File: config.mk
export PLATFORM = sky130hd
export DESIGN_NAME = signed_div_by_invariant_top
export DESIGN_NICKNAME = d
export VERILOG_FILES = /design/src/hdl/sdbi_pkg.sv /design/src/hdl/signed_div_by_invariant_top.sv /design/src/hdl/sdbi_magic.sv
export VERILOG_INCLUDE_DIRS = /design/src /design/src/hdl
export SDC_FILE = /design/constraint.sdc
export NUM_CORES = 2
export LEC_CHECK = 0
export ABC_AREA = 0
export BUFFER_PORTS_ARGS = -buffer_cell sky130_fd_sc_hd__buf_2
export CAP_MARGIN = 20
export CORE_MARGIN = 4
export CORE_UTILIZATION = 40
export DETAILED_ROUTE_END_ITERATION = 8
export GPL_ROUTABILITY_DRIVEN = 0
export PLACE_DENSITY_LB_ADDON = 0.1
export SLEW_MARGIN = 20
export SYNTH_ARGS = -nofsm -noshare
export SYNTH_HDL_FRONTEND = slang
export SYNTH_SLANG_ARGS = --single-unit
File: constraint.sdc
create_clock -name clock -period 10.2 [get_ports clock]
set_input_delay 0.51 -clock clock [delete_from_list [all_inputs] [get_ports clock]]
set_output_delay 0.51 -clock clock [all_outputs]
set_load 0.05 [all_outputs]
File: src/hdl/signed_div_by_invariant_top_macros.svh
// ----------------------------------------------------------------------------
// Assertion macros for the signed division block
// Shared concurrent assertion forms, clocked and disabled by reset.
// ----------------------------------------------------------------------------
`ifndef SIGNED_DIV_BY_INVARIANT_TOP_MACROS_SVH
`define SIGNED_DIV_BY_INVARIANT_TOP_MACROS_SVH

// Same-cycle implication.
`define SDBI_ASSERT_NOW(label, clk, rst, cond, prop) \
   label: assert property (@(posedge clk) disable iff (rst) (cond) |-> (prop)) \
      else $error("sdbi assertion failed");

// Next-cycle implication.
`define SDBI_ASSERT_NEXT(label, clk, rst, cond, prop) \
   label: assert property (@(posedge clk) disable iff (rst) (cond) |=> (prop)) \
      else $error("sdbi assertion failed");

`endif

File: src/hdl/sdbi_pkg.sv
// ----------------------------------------------------------------------------
// sdbi_pkg
// Types and fixed widths shared by the signed division block.
// ----------------------------------------------------------------------------
package sdbi_pkg;

   localparam int FIELD_WIDTH = 32;  // dividend, divisor and quotient ports
   localparam int SHIFT_WIDTH = 5;   // post shift field

   // Coefficient control/status from the magic unit to the datapath
   typedef struct packed {
      logic                   busy;       // derivation running, hold off beats
      logic                   zero;       // divisor is zero
      logic                   negative;   // divisor is negative
      logic [SHIFT_WIDTH-1:0] post_shift;
   } coef_ctl_type;

endpackage

File: src/hdl/signed_div_by_invariant_top.sv
// ----------------------------------------------------------------------------
// signed_div_by_invariant_top
// Signed division by an invariant divisor using multiply-high.
//
//   channel  direction  handshake            payload
//   req      in         req_valid/req_stall  req_dividend
//   rsp      out        rsp_valid/rsp_stall  rsp_quotient, rsp_divide_by_zero
//   csr      in         csr_write_enable     csr_write_data (divisor)
//
// One beat per cycle while req_stall is low, through three register stages
// (input, product, result); a req beat passes the input and product registers
// before it reaches the result register. req_stall is high in the cycle of a
// divisor write. A nonzero divisor then keeps it high while the magic unit
// runs: the l search plus WORD_WIDTH+1 division steps. A new write restarts
// the derivation. Reset (synchronous) loads the coefficients for divisor one
// directly. rsp_stall freezes the whole pipe while a result is waiting in the
// result register, and req_stall then follows it.
// ----------------------------------------------------------------------------
`include "signed_div_by_invariant_top_macros.svh"

module signed_div_by_invariant_top #(
   parameter int WORD_WIDTH = 32
) (
   input  logic                                    clock,
   input  logic                                    reset,
   // request channel
   input  logic                                    req_valid,
   output logic                                    req_stall,
   input  logic signed [sdbi_pkg::FIELD_WIDTH-1:0] req_dividend,
   // response channel
   output logic                                    rsp_valid,
   input  logic                                    rsp_stall,
   output logic signed [sdbi_pkg::FIELD_WIDTH-1:0] rsp_quotient,
   output logic                                    rsp_divide_by_zero,
   // divisor register
   input  logic                                    csr_write_enable,
   input  logic signed [sdbi_pkg::FIELD_WIDTH-1:0] csr_write_data
);

   logic [WORD_WIDTH-1:0]     magic;
   sdbi_pkg::coef_ctl_type    ctl;

   // coefficient derivation, off the beat path
   sdbi_magic #(
      .WORD_WIDTH (WORD_WIDTH)
   ) u_magic (
      .clock            (clock),
      .reset            (reset),
      .csr_write_enable (csr_write_enable),
      .csr_write_data   (csr_write_data),
      .magic            (magic),
      .ctl              (ctl)
   );

   logic                                    advance;
   logic                                    req_accept;

   logic                                    v1_ff;
   logic [WORD_WIDTH-1:0]                   n1_ff, n1_in;
   logic                                    v2_ff;
   logic [WORD_WIDTH-1:0]                   n2_ff;
   logic [WORD_WIDTH-1:0]                   hi_ff, hi_in;
   logic                                    rsp_valid_ff;
   logic signed [sdbi_pkg::FIELD_WIDTH-1:0] quotient_ff, quotient_in;
   logic                                    dbz_ff, dbz_in;

   logic signed [2*WORD_WIDTH-1:0]          prod;
   logic [WORD_WIDTH-1:0]                   q0;
   logic [WORD_WIDTH-1:0]                   q_shift;
   logic [WORD_WIDTH-1:0]                   q1;
   logic [WORD_WIDTH-1:0]                   q;

   // whole pipe moves together unless the result register is held
   assign advance    = !rsp_valid_ff || !rsp_stall;
   // a beat in the write cycle waits so that it sees the new divisor
   assign req_stall  = ctl.busy || csr_write_enable || !advance;
   assign req_accept = req_valid && !req_stall;

   assign n1_in = req_dividend[WORD_WIDTH-1:0];

   // stage 1 -> 2: high word of the signed product magic * n
   assign prod  = $signed(magic) * $signed(n1_ff);
   assign hi_in = prod[2*WORD_WIDTH-1:WORD_WIDTH];

   // stage 2 -> result: add n, arithmetic post shift, round toward zero, sign
   assign q0      = n2_ff + hi_ff;
   assign q_shift = WORD_WIDTH'($signed(q0) >>> ctl.post_shift);
   assign q1      = q_shift + WORD_WIDTH'(n2_ff[WORD_WIDTH-1]);
   assign q       = ctl.negative ? (~q1 + WORD_WIDTH'(1)) : q1;

   always_comb begin
      if (ctl.zero) begin
         quotient_in = '0;
         dbz_in      = 1'b1;
      end else begin
         quotient_in = sdbi_pkg::FIELD_WIDTH'($signed(q));
         dbz_in      = 1'b0;
      end
   end

   always_ff @(posedge clock) begin
      if (reset) begin
         v1_ff        <= 1'b0;
         v2_ff        <= 1'b0;
         rsp_valid_ff <= 1'b0;
      end else if (advance) begin
         v1_ff        <= req_accept;
         v2_ff        <= v1_ff;
         rsp_valid_ff <= v2_ff;
      end
      if (advance) begin
         n1_ff       <= n1_in;
         n2_ff       <= n1_ff;
         hi_ff       <= hi_in;
         quotient_ff <= quotient_in;
         dbz_ff      <= dbz_in;
      end
   end

   assign rsp_valid          = rsp_valid_ff;
   assign rsp_quotient       = quotient_ff;
   assign rsp_divide_by_zero = dbz_ff;

   // no beat is taken while coefficients are being derived
   `SDBI_ASSERT_NOW(a_busy_stalls, clock, reset, ctl.busy, req_stall)
   // an accepted beat lands in the input register
   `SDBI_ASSERT_NEXT(a_accept_lands, clock, reset, req_accept, v1_ff)
   // a held result pipe does not lose the middle stage
   `SDBI_ASSERT_NEXT(a_hold_stage2, clock, reset, v2_ff && !advance, v2_ff)
   // divide by zero forces a zero quotient
   `SDBI_ASSERT_NOW(a_dbz_zero, clock, reset, rsp_valid && rsp_divide_by_zero,
                    rsp_quotient == '0)

endmodule

File: src/hdl/sdbi_magic.sv
// ----------------------------------------------------------------------------
// sdbi_magic
// Derives magic multiplier, post shift and sign from a divisor write using a
// bit-serial search for l followed by a restoring division, one bit a cycle.
// ----------------------------------------------------------------------------
module sdbi_magic #(
   parameter int WORD_WIDTH = 32
) (
   input  logic                                clock,
   input  logic                                reset,
   input  logic                                csr_write_enable,
   input  logic [sdbi_pkg::FIELD_WIDTH-1:0]    csr_write_data,
   output logic [WORD_WIDTH-1:0]               magic,
   output sdbi_pkg::coef_ctl_type              ctl
);

   localparam int LW = $clog2(WORD_WIDTH);
   localparam int SW = $clog2(WORD_WIDTH + 2);

   typedef enum logic [1:0] {
      ST_IDLE,
      ST_SEARCH,
      ST_DIVIDE
   } state_type;

   state_type                          state_ff, state_in;
   logic [WORD_WIDTH-1:0]              ad_ff, ad_in;
   logic [WORD_WIDTH-1:0]              pow_ff, pow_in;
   logic [LW-1:0]                      l_ff, l_in;
   logic [WORD_WIDTH-1:0]              rem_ff, rem_in;
   logic [WORD_WIDTH-1:0]              quo_ff, quo_in;
   logic [SW-1:0]                      step_ff, step_in;
   logic                               neg_pend_ff, neg_pend_in;
   logic [WORD_WIDTH-1:0]              magic_ff, magic_in;
   logic [sdbi_pkg::SHIFT_WIDTH-1:0]   shift_ff, shift_in;
   logic [sdbi_pkg::SHIFT_WIDTH-1:0]   shift_pend_ff, shift_pend_in;
   logic                               neg_ff, neg_in;
   logic                               zero_ff, zero_in;

   logic [WORD_WIDTH-1:0]              dw;
   logic                               dneg;
   logic [WORD_WIDTH-1:0]              dabs;
   logic [WORD_WIDTH:0]                trial;
   logic                               ge;

   assign dw   = csr_write_data[WORD_WIDTH-1:0];
   assign dneg = dw[WORD_WIDTH-1];
   assign dabs = dneg ? (~dw + WORD_WIDTH'(1)) : dw;

   // one restoring step; the first step has no doubling (top quotient bit)
   assign trial = (step_ff == '0) ? {1'b0, rem_ff} : {rem_ff, 1'b0};
   assign ge    = (trial >= {1'b0, ad_ff});

   always_comb begin
      state_in      = state_ff;
      ad_in         = ad_ff;
      pow_in        = pow_ff;
      l_in          = l_ff;
      rem_in        = rem_ff;
      quo_in        = quo_ff;
      step_in       = step_ff;
      neg_pend_in   = neg_pend_ff;
      shift_pend_in = shift_pend_ff;
      magic_in      = magic_ff;
      shift_in      = shift_ff;
      neg_in        = neg_ff;
      zero_in       = zero_ff;
      unique case (state_ff)
         ST_IDLE: begin
            state_in = ST_IDLE;
         end
         ST_SEARCH: begin
            // smallest l with 2^l >= |d|
            if (pow_ff < ad_ff) begin
               pow_in = {pow_ff[WORD_WIDTH-2:0], 1'b0};
               l_in   = l_ff + LW'(1);
            end else begin
               if (l_ff == '0) begin
                  rem_in        = pow_ff;
                  shift_pend_in = '0;
               end else begin
                  rem_in        = pow_ff >> 1;
                  shift_pend_in = sdbi_pkg::SHIFT_WIDTH'(l_ff - LW'(1));
               end
               quo_in   = '0;
               step_in  = '0;
               state_in = ST_DIVIDE;
            end
         end
         ST_DIVIDE: begin
            rem_in = ge ? WORD_WIDTH'(trial - {1'b0, ad_ff}) : trial[WORD_WIDTH-1:0];
            if (step_ff != '0) begin
               quo_in = {quo_ff[WORD_WIDTH-2:0], ge};
            end
            step_in = step_ff + SW'(1);
            if (step_ff == SW'(WORD_WIDTH)) begin
               magic_in = quo_in + WORD_WIDTH'(1);
               shift_in = shift_pend_ff;
               neg_in   = neg_pend_ff;
               zero_in  = 1'b0;
               state_in = ST_IDLE;
            end
         end
         default: state_in = ST_IDLE;
      endcase
      // a divisor write starts over from any state
      if (csr_write_enable) begin
         if (dabs == '0) begin
            magic_in = '0;
            shift_in = '0;
            neg_in   = 1'b0;
            zero_in  = 1'b1;
            state_in = ST_IDLE;
         end else begin
            ad_in       = dabs;
            neg_pend_in = dneg;
            pow_in      = WORD_WIDTH'(1);
            l_in        = '0;
            state_in    = ST_SEARCH;
         end
      end
   end

   always_ff @(posedge clock) begin
      if (reset) begin
         state_ff <= ST_IDLE;
         magic_ff <= WORD_WIDTH'(1);   // divisor one
         shift_ff <= '0;
         neg_ff   <= 1'b0;
         zero_ff  <= 1'b0;
      end else begin
         state_ff <= state_in;
         magic_ff <= magic_in;
         shift_ff <= shift_in;
         neg_ff   <= neg_in;
         zero_ff  <= zero_in;
      end
      ad_ff         <= ad_in;
      pow_ff        <= pow_in;
      l_ff          <= l_in;
      rem_ff        <= rem_in;
      quo_ff        <= quo_in;
      step_ff       <= step_in;
      neg_pend_ff   <= neg_pend_in;
      shift_pend_ff <= shift_pend_in;
   end

   assign magic          = magic_ff;
   assign ctl.busy       = (state_ff != ST_IDLE);
   assign ctl.zero       = zero_ff;
   assign ctl.negative   = neg_ff;
   assign ctl.post_shift = shift_ff;

endmodule

==> impl_results.md <==
* Status: finished clean
* P_leak at 28.7 nW
* Non-Filler Instances at 8079
* Initial Util at approximately two fifths
* Hold path startpoint: req_dividend[5]
* Cell mode on critical path: fa_1
* Hold Path End: n1_ff[5]
* Count of final hold-check violations at 0
* Largest fanout on the critical path at 17
* FF-to-FF Start: n1_ff[11]
* Prevailing post-synth register cell: edfxtp_1
* Final setup TNS at 0 ns
* Worst Max-Slew Pin Slew at 1.25 ns
* Critical Path Source Type: flop
* CP Launch Point: n1_ff[11]
* Max stage delay on crit path at 0.59 ns
* CTS Buffer Depth at 3
* CP max stage cell: fa_1
* DRC viols at 0
* Post-synthesis area per instance at 9.30 sq um
* PortBufs at 103
* Slew headroom at roughly 16%
* YS warnings at 0
* Sink Count at 317
* Setup crit end kind: flop
* Drt wl/cell at 21.2 microns
* #FFs+latches synth at roughly 320
* Number of buffers created by CTS at 44
* M1 GR Usage at 32.6%
* WL final at between 150000 and 200000 microns
* Fraction of registers with async set/reset at 0%
* Post-Layout Inst Area at roughly 62000 sq um
* # H-tree levels at 2
* Max_cap viols at 0
* Tmin final at 9.60 ns
* DIE AREA at 150000 sq um
* M3 GR Usage at 3.64%
* CTS tree: yes
* Final ANT Viol Nets at 0
* Horiz. Die Dim at 387 microns
* Via count at 42600
* Reg2reg setup slack at just under 0.6 ns
* Hold path cells at 1
* WS Path Type: reg2reg
* Setup violators final at 0
* DP HPWL at 135000 microns
* Data required, critical path at 10.52 ns
* Worst Skew at 0.0735 ns
* Final worst-path cycle share at 94.2%
* R2R depth at 32
* Most frequent cells in the layout: 1083 x fa_1, 1023 x inv_1, 859 x nand2_1
* RSZ-0062 raised after global routing: false
* First-pass GRT wire length at about 270000 microns
* Max Freq at 0.104 GHz
* Slew Limit Fails at 0
* Largest net degree at the start of global routing at 79
* Cell Area, Placed at 60300 sq um
* Core area at 142000 sq um
* Share of post-route cells with drive strength above 1 at 7.03%
* Drt via density at 5.27
* Total grt overflow at 0
* Initial antenna violation count at 7
* Die Span Y at 387 microns
* Commonest non-fill, non-tap cell in the layout: fa_1
* Layer with the highest usage: met2
* DRT iter0 DRCs at 2690
* Cells after synthesis at 6173
* Power per cell area at 74.1 nW/um^2
* Gr usage total at between 20% and 30%
* Peak supply drop at between 0.15 and 0.2 mV
* Post-CTS setup buffers at 0
* Worst r2r dst: hi_ff[31]
* Row count at 138
* Register area share after synthesis at 15.2%
* Yosys cell types at 111
* WP data arrival at 9.93 ns
* Post-synth EDFFs at 236
* I/O pin total at approximately 100
* TritonRoute pass-1 iters at 6
* Final nets at approximately 7600
* CTS root buf: clkbuf_16
* Clock slew seen by the registers of the worst setup and hold paths at 0.06 ns
* Worst-Skew Late Latency at approximately 0.66 ns
* Area of the mapped netlist at 57400 sq um
* Mapped Nets at 7609
* Area growth syn-to-layout at 7.87%
* Hold Crit Class: in2reg
* Dpl cells at 7992
* Vias in the first global route at 45900
* Met2 Track Usage GR at between 30% and 40%
-- cell type report --
class / instances / area [sq um]
fill: 14000 / 80200
multi-input combinational: 4503 / 43600
sequential: 317 / 8710
inverter: 1029 / 3870
tap: 1890 / 2360
timing repair buffer: 256 / 1780
clock buffer: 49 / 1140
clock inverter: 32 / 393
antenna: 3 / 7.51
-- stage by stage --
step | total power [W] | utilization, % | hold WS [ns] | setup slack [ns]
after floorplan | 0.00253 | - | 0.406 | 1.66
after CTS | 0.00464 | 43.6 | 0.0146 | 0.308
after global routing | 0.00483 | 43.6 | 0.0318 | 0.00408
after global placement | 0.00294 | 42.4 | 0.442 | 0.382
final | 0.00459 | 43.6 | 0.0726 | 0.596
after detailed placement | 0.00295 | 42.5 | 0.458 | 0.438
-- worst max path at each step --
stage	to	slack, ns
after floorplan	hi_ff[31]	1.66
after global placement	hi_ff[31]	0.38
after detailed placement	hi_ff[31]	0.44
after CTS	hi_ff[31]	0.31
after global routing	hi_ff[31]	0.004
final	hi_ff[31]	0.60
-- cell usage after synthesis (26+ instances only) --
cell type     n  share of area (%)
a211oi_1     47               0.61
a21o_1       59               0.77
a21oi_1     215                1.9
and2_1      530                5.8
and3_1       31               0.34
clkbuf_1    289                1.9
dfxtp_1      81                2.8
edfxtp_1    236                 12
fa_1       1083                 38
ha_1        284                6.2
inv_1      1024                6.7
mux2i_1      89                1.6
nand2_1     861                5.6
nand2b_1     41               0.45
nand3_1      56               0.49
nand4_1      49               0.53
nor2_1      299                2.0
nor3_1       64               0.56
nor4_1       26               0.28
o21a_1       27               0.35
o21ai_0     120                1.0
or3_1        27               0.29
xnor2_1     124                1.9
xor2_1       71                1.1
-- sequential cells by signal, summed over array words and instances (netlist names) --
signal                 cells
u_magic.neg_ff             1
n2_ff                     32
n1_ff                     32
u_magic.pow_ff            32
u_magic.zero_ff            1
u_magic.magic             32
u_magic.step_ff            6
u_magic.ad_ff             32
u_magic.shift_pend_ff      5
rsp_valid                  1
v2_ff                      1
v1_ff                      1
u_magic.quo_ff            31
u_magic.shift_ff           5
u_magic.l_ff               5
hi_ff                     32
rsp_divide_by_zero         1
u_magic.rem_ff            32
u_magic.state_ff           2
rsp_quotient              32
u_magic.neg_pend_ff        1
-- cells by family after synthesis --
group,share of synthesized area (%)
multiplexers,2.32
buffers and inverters,8.91
AO/OA/AOI/OAI,8.79
XOR/XNOR,3.03
flip-flops,15.2
AND/OR/NAND/NOR,17.8
adder cells (fa/ha/maj),44.0
-- power breakdown --
part / switching, W / total, W / internal [W]
registers: 0.0000418 / 0.00151 / 0.00147
logic: 0.000945 / 0.00143 / 0.000484
clock network: 0.000694 / 0.00165 / 0.000953
total: 0.00168 / 0.00459 / 0.00291
-- what timing repair did --
action,CTS,global route
hold endpoints to repair,3,0
endpoints found under the setup margin,0,2
gates resized for setup,0,3
hold buffers,3,0
-- critical path: cells and delay by family, from the launching register on --
family                   cells  cell delay (ns)
adder cells (fa/ha/maj)      9             4.36
AO/OA/AOI/OAI               14             2.76
buffers and inverters        5             0.79
AND/OR/NAND/NOR              3             0.70
flip-flops                   1             0.58
XOR/XNOR                     1             0.10
-- routing by layer --
layer	vias to the layer above	share of wire, %
met5	-	0
met4	0	2.3
met3	176	6.1
met2	1176	47
met1	21700	45
li1	19500	-
(Power assumes the default switching activity.)
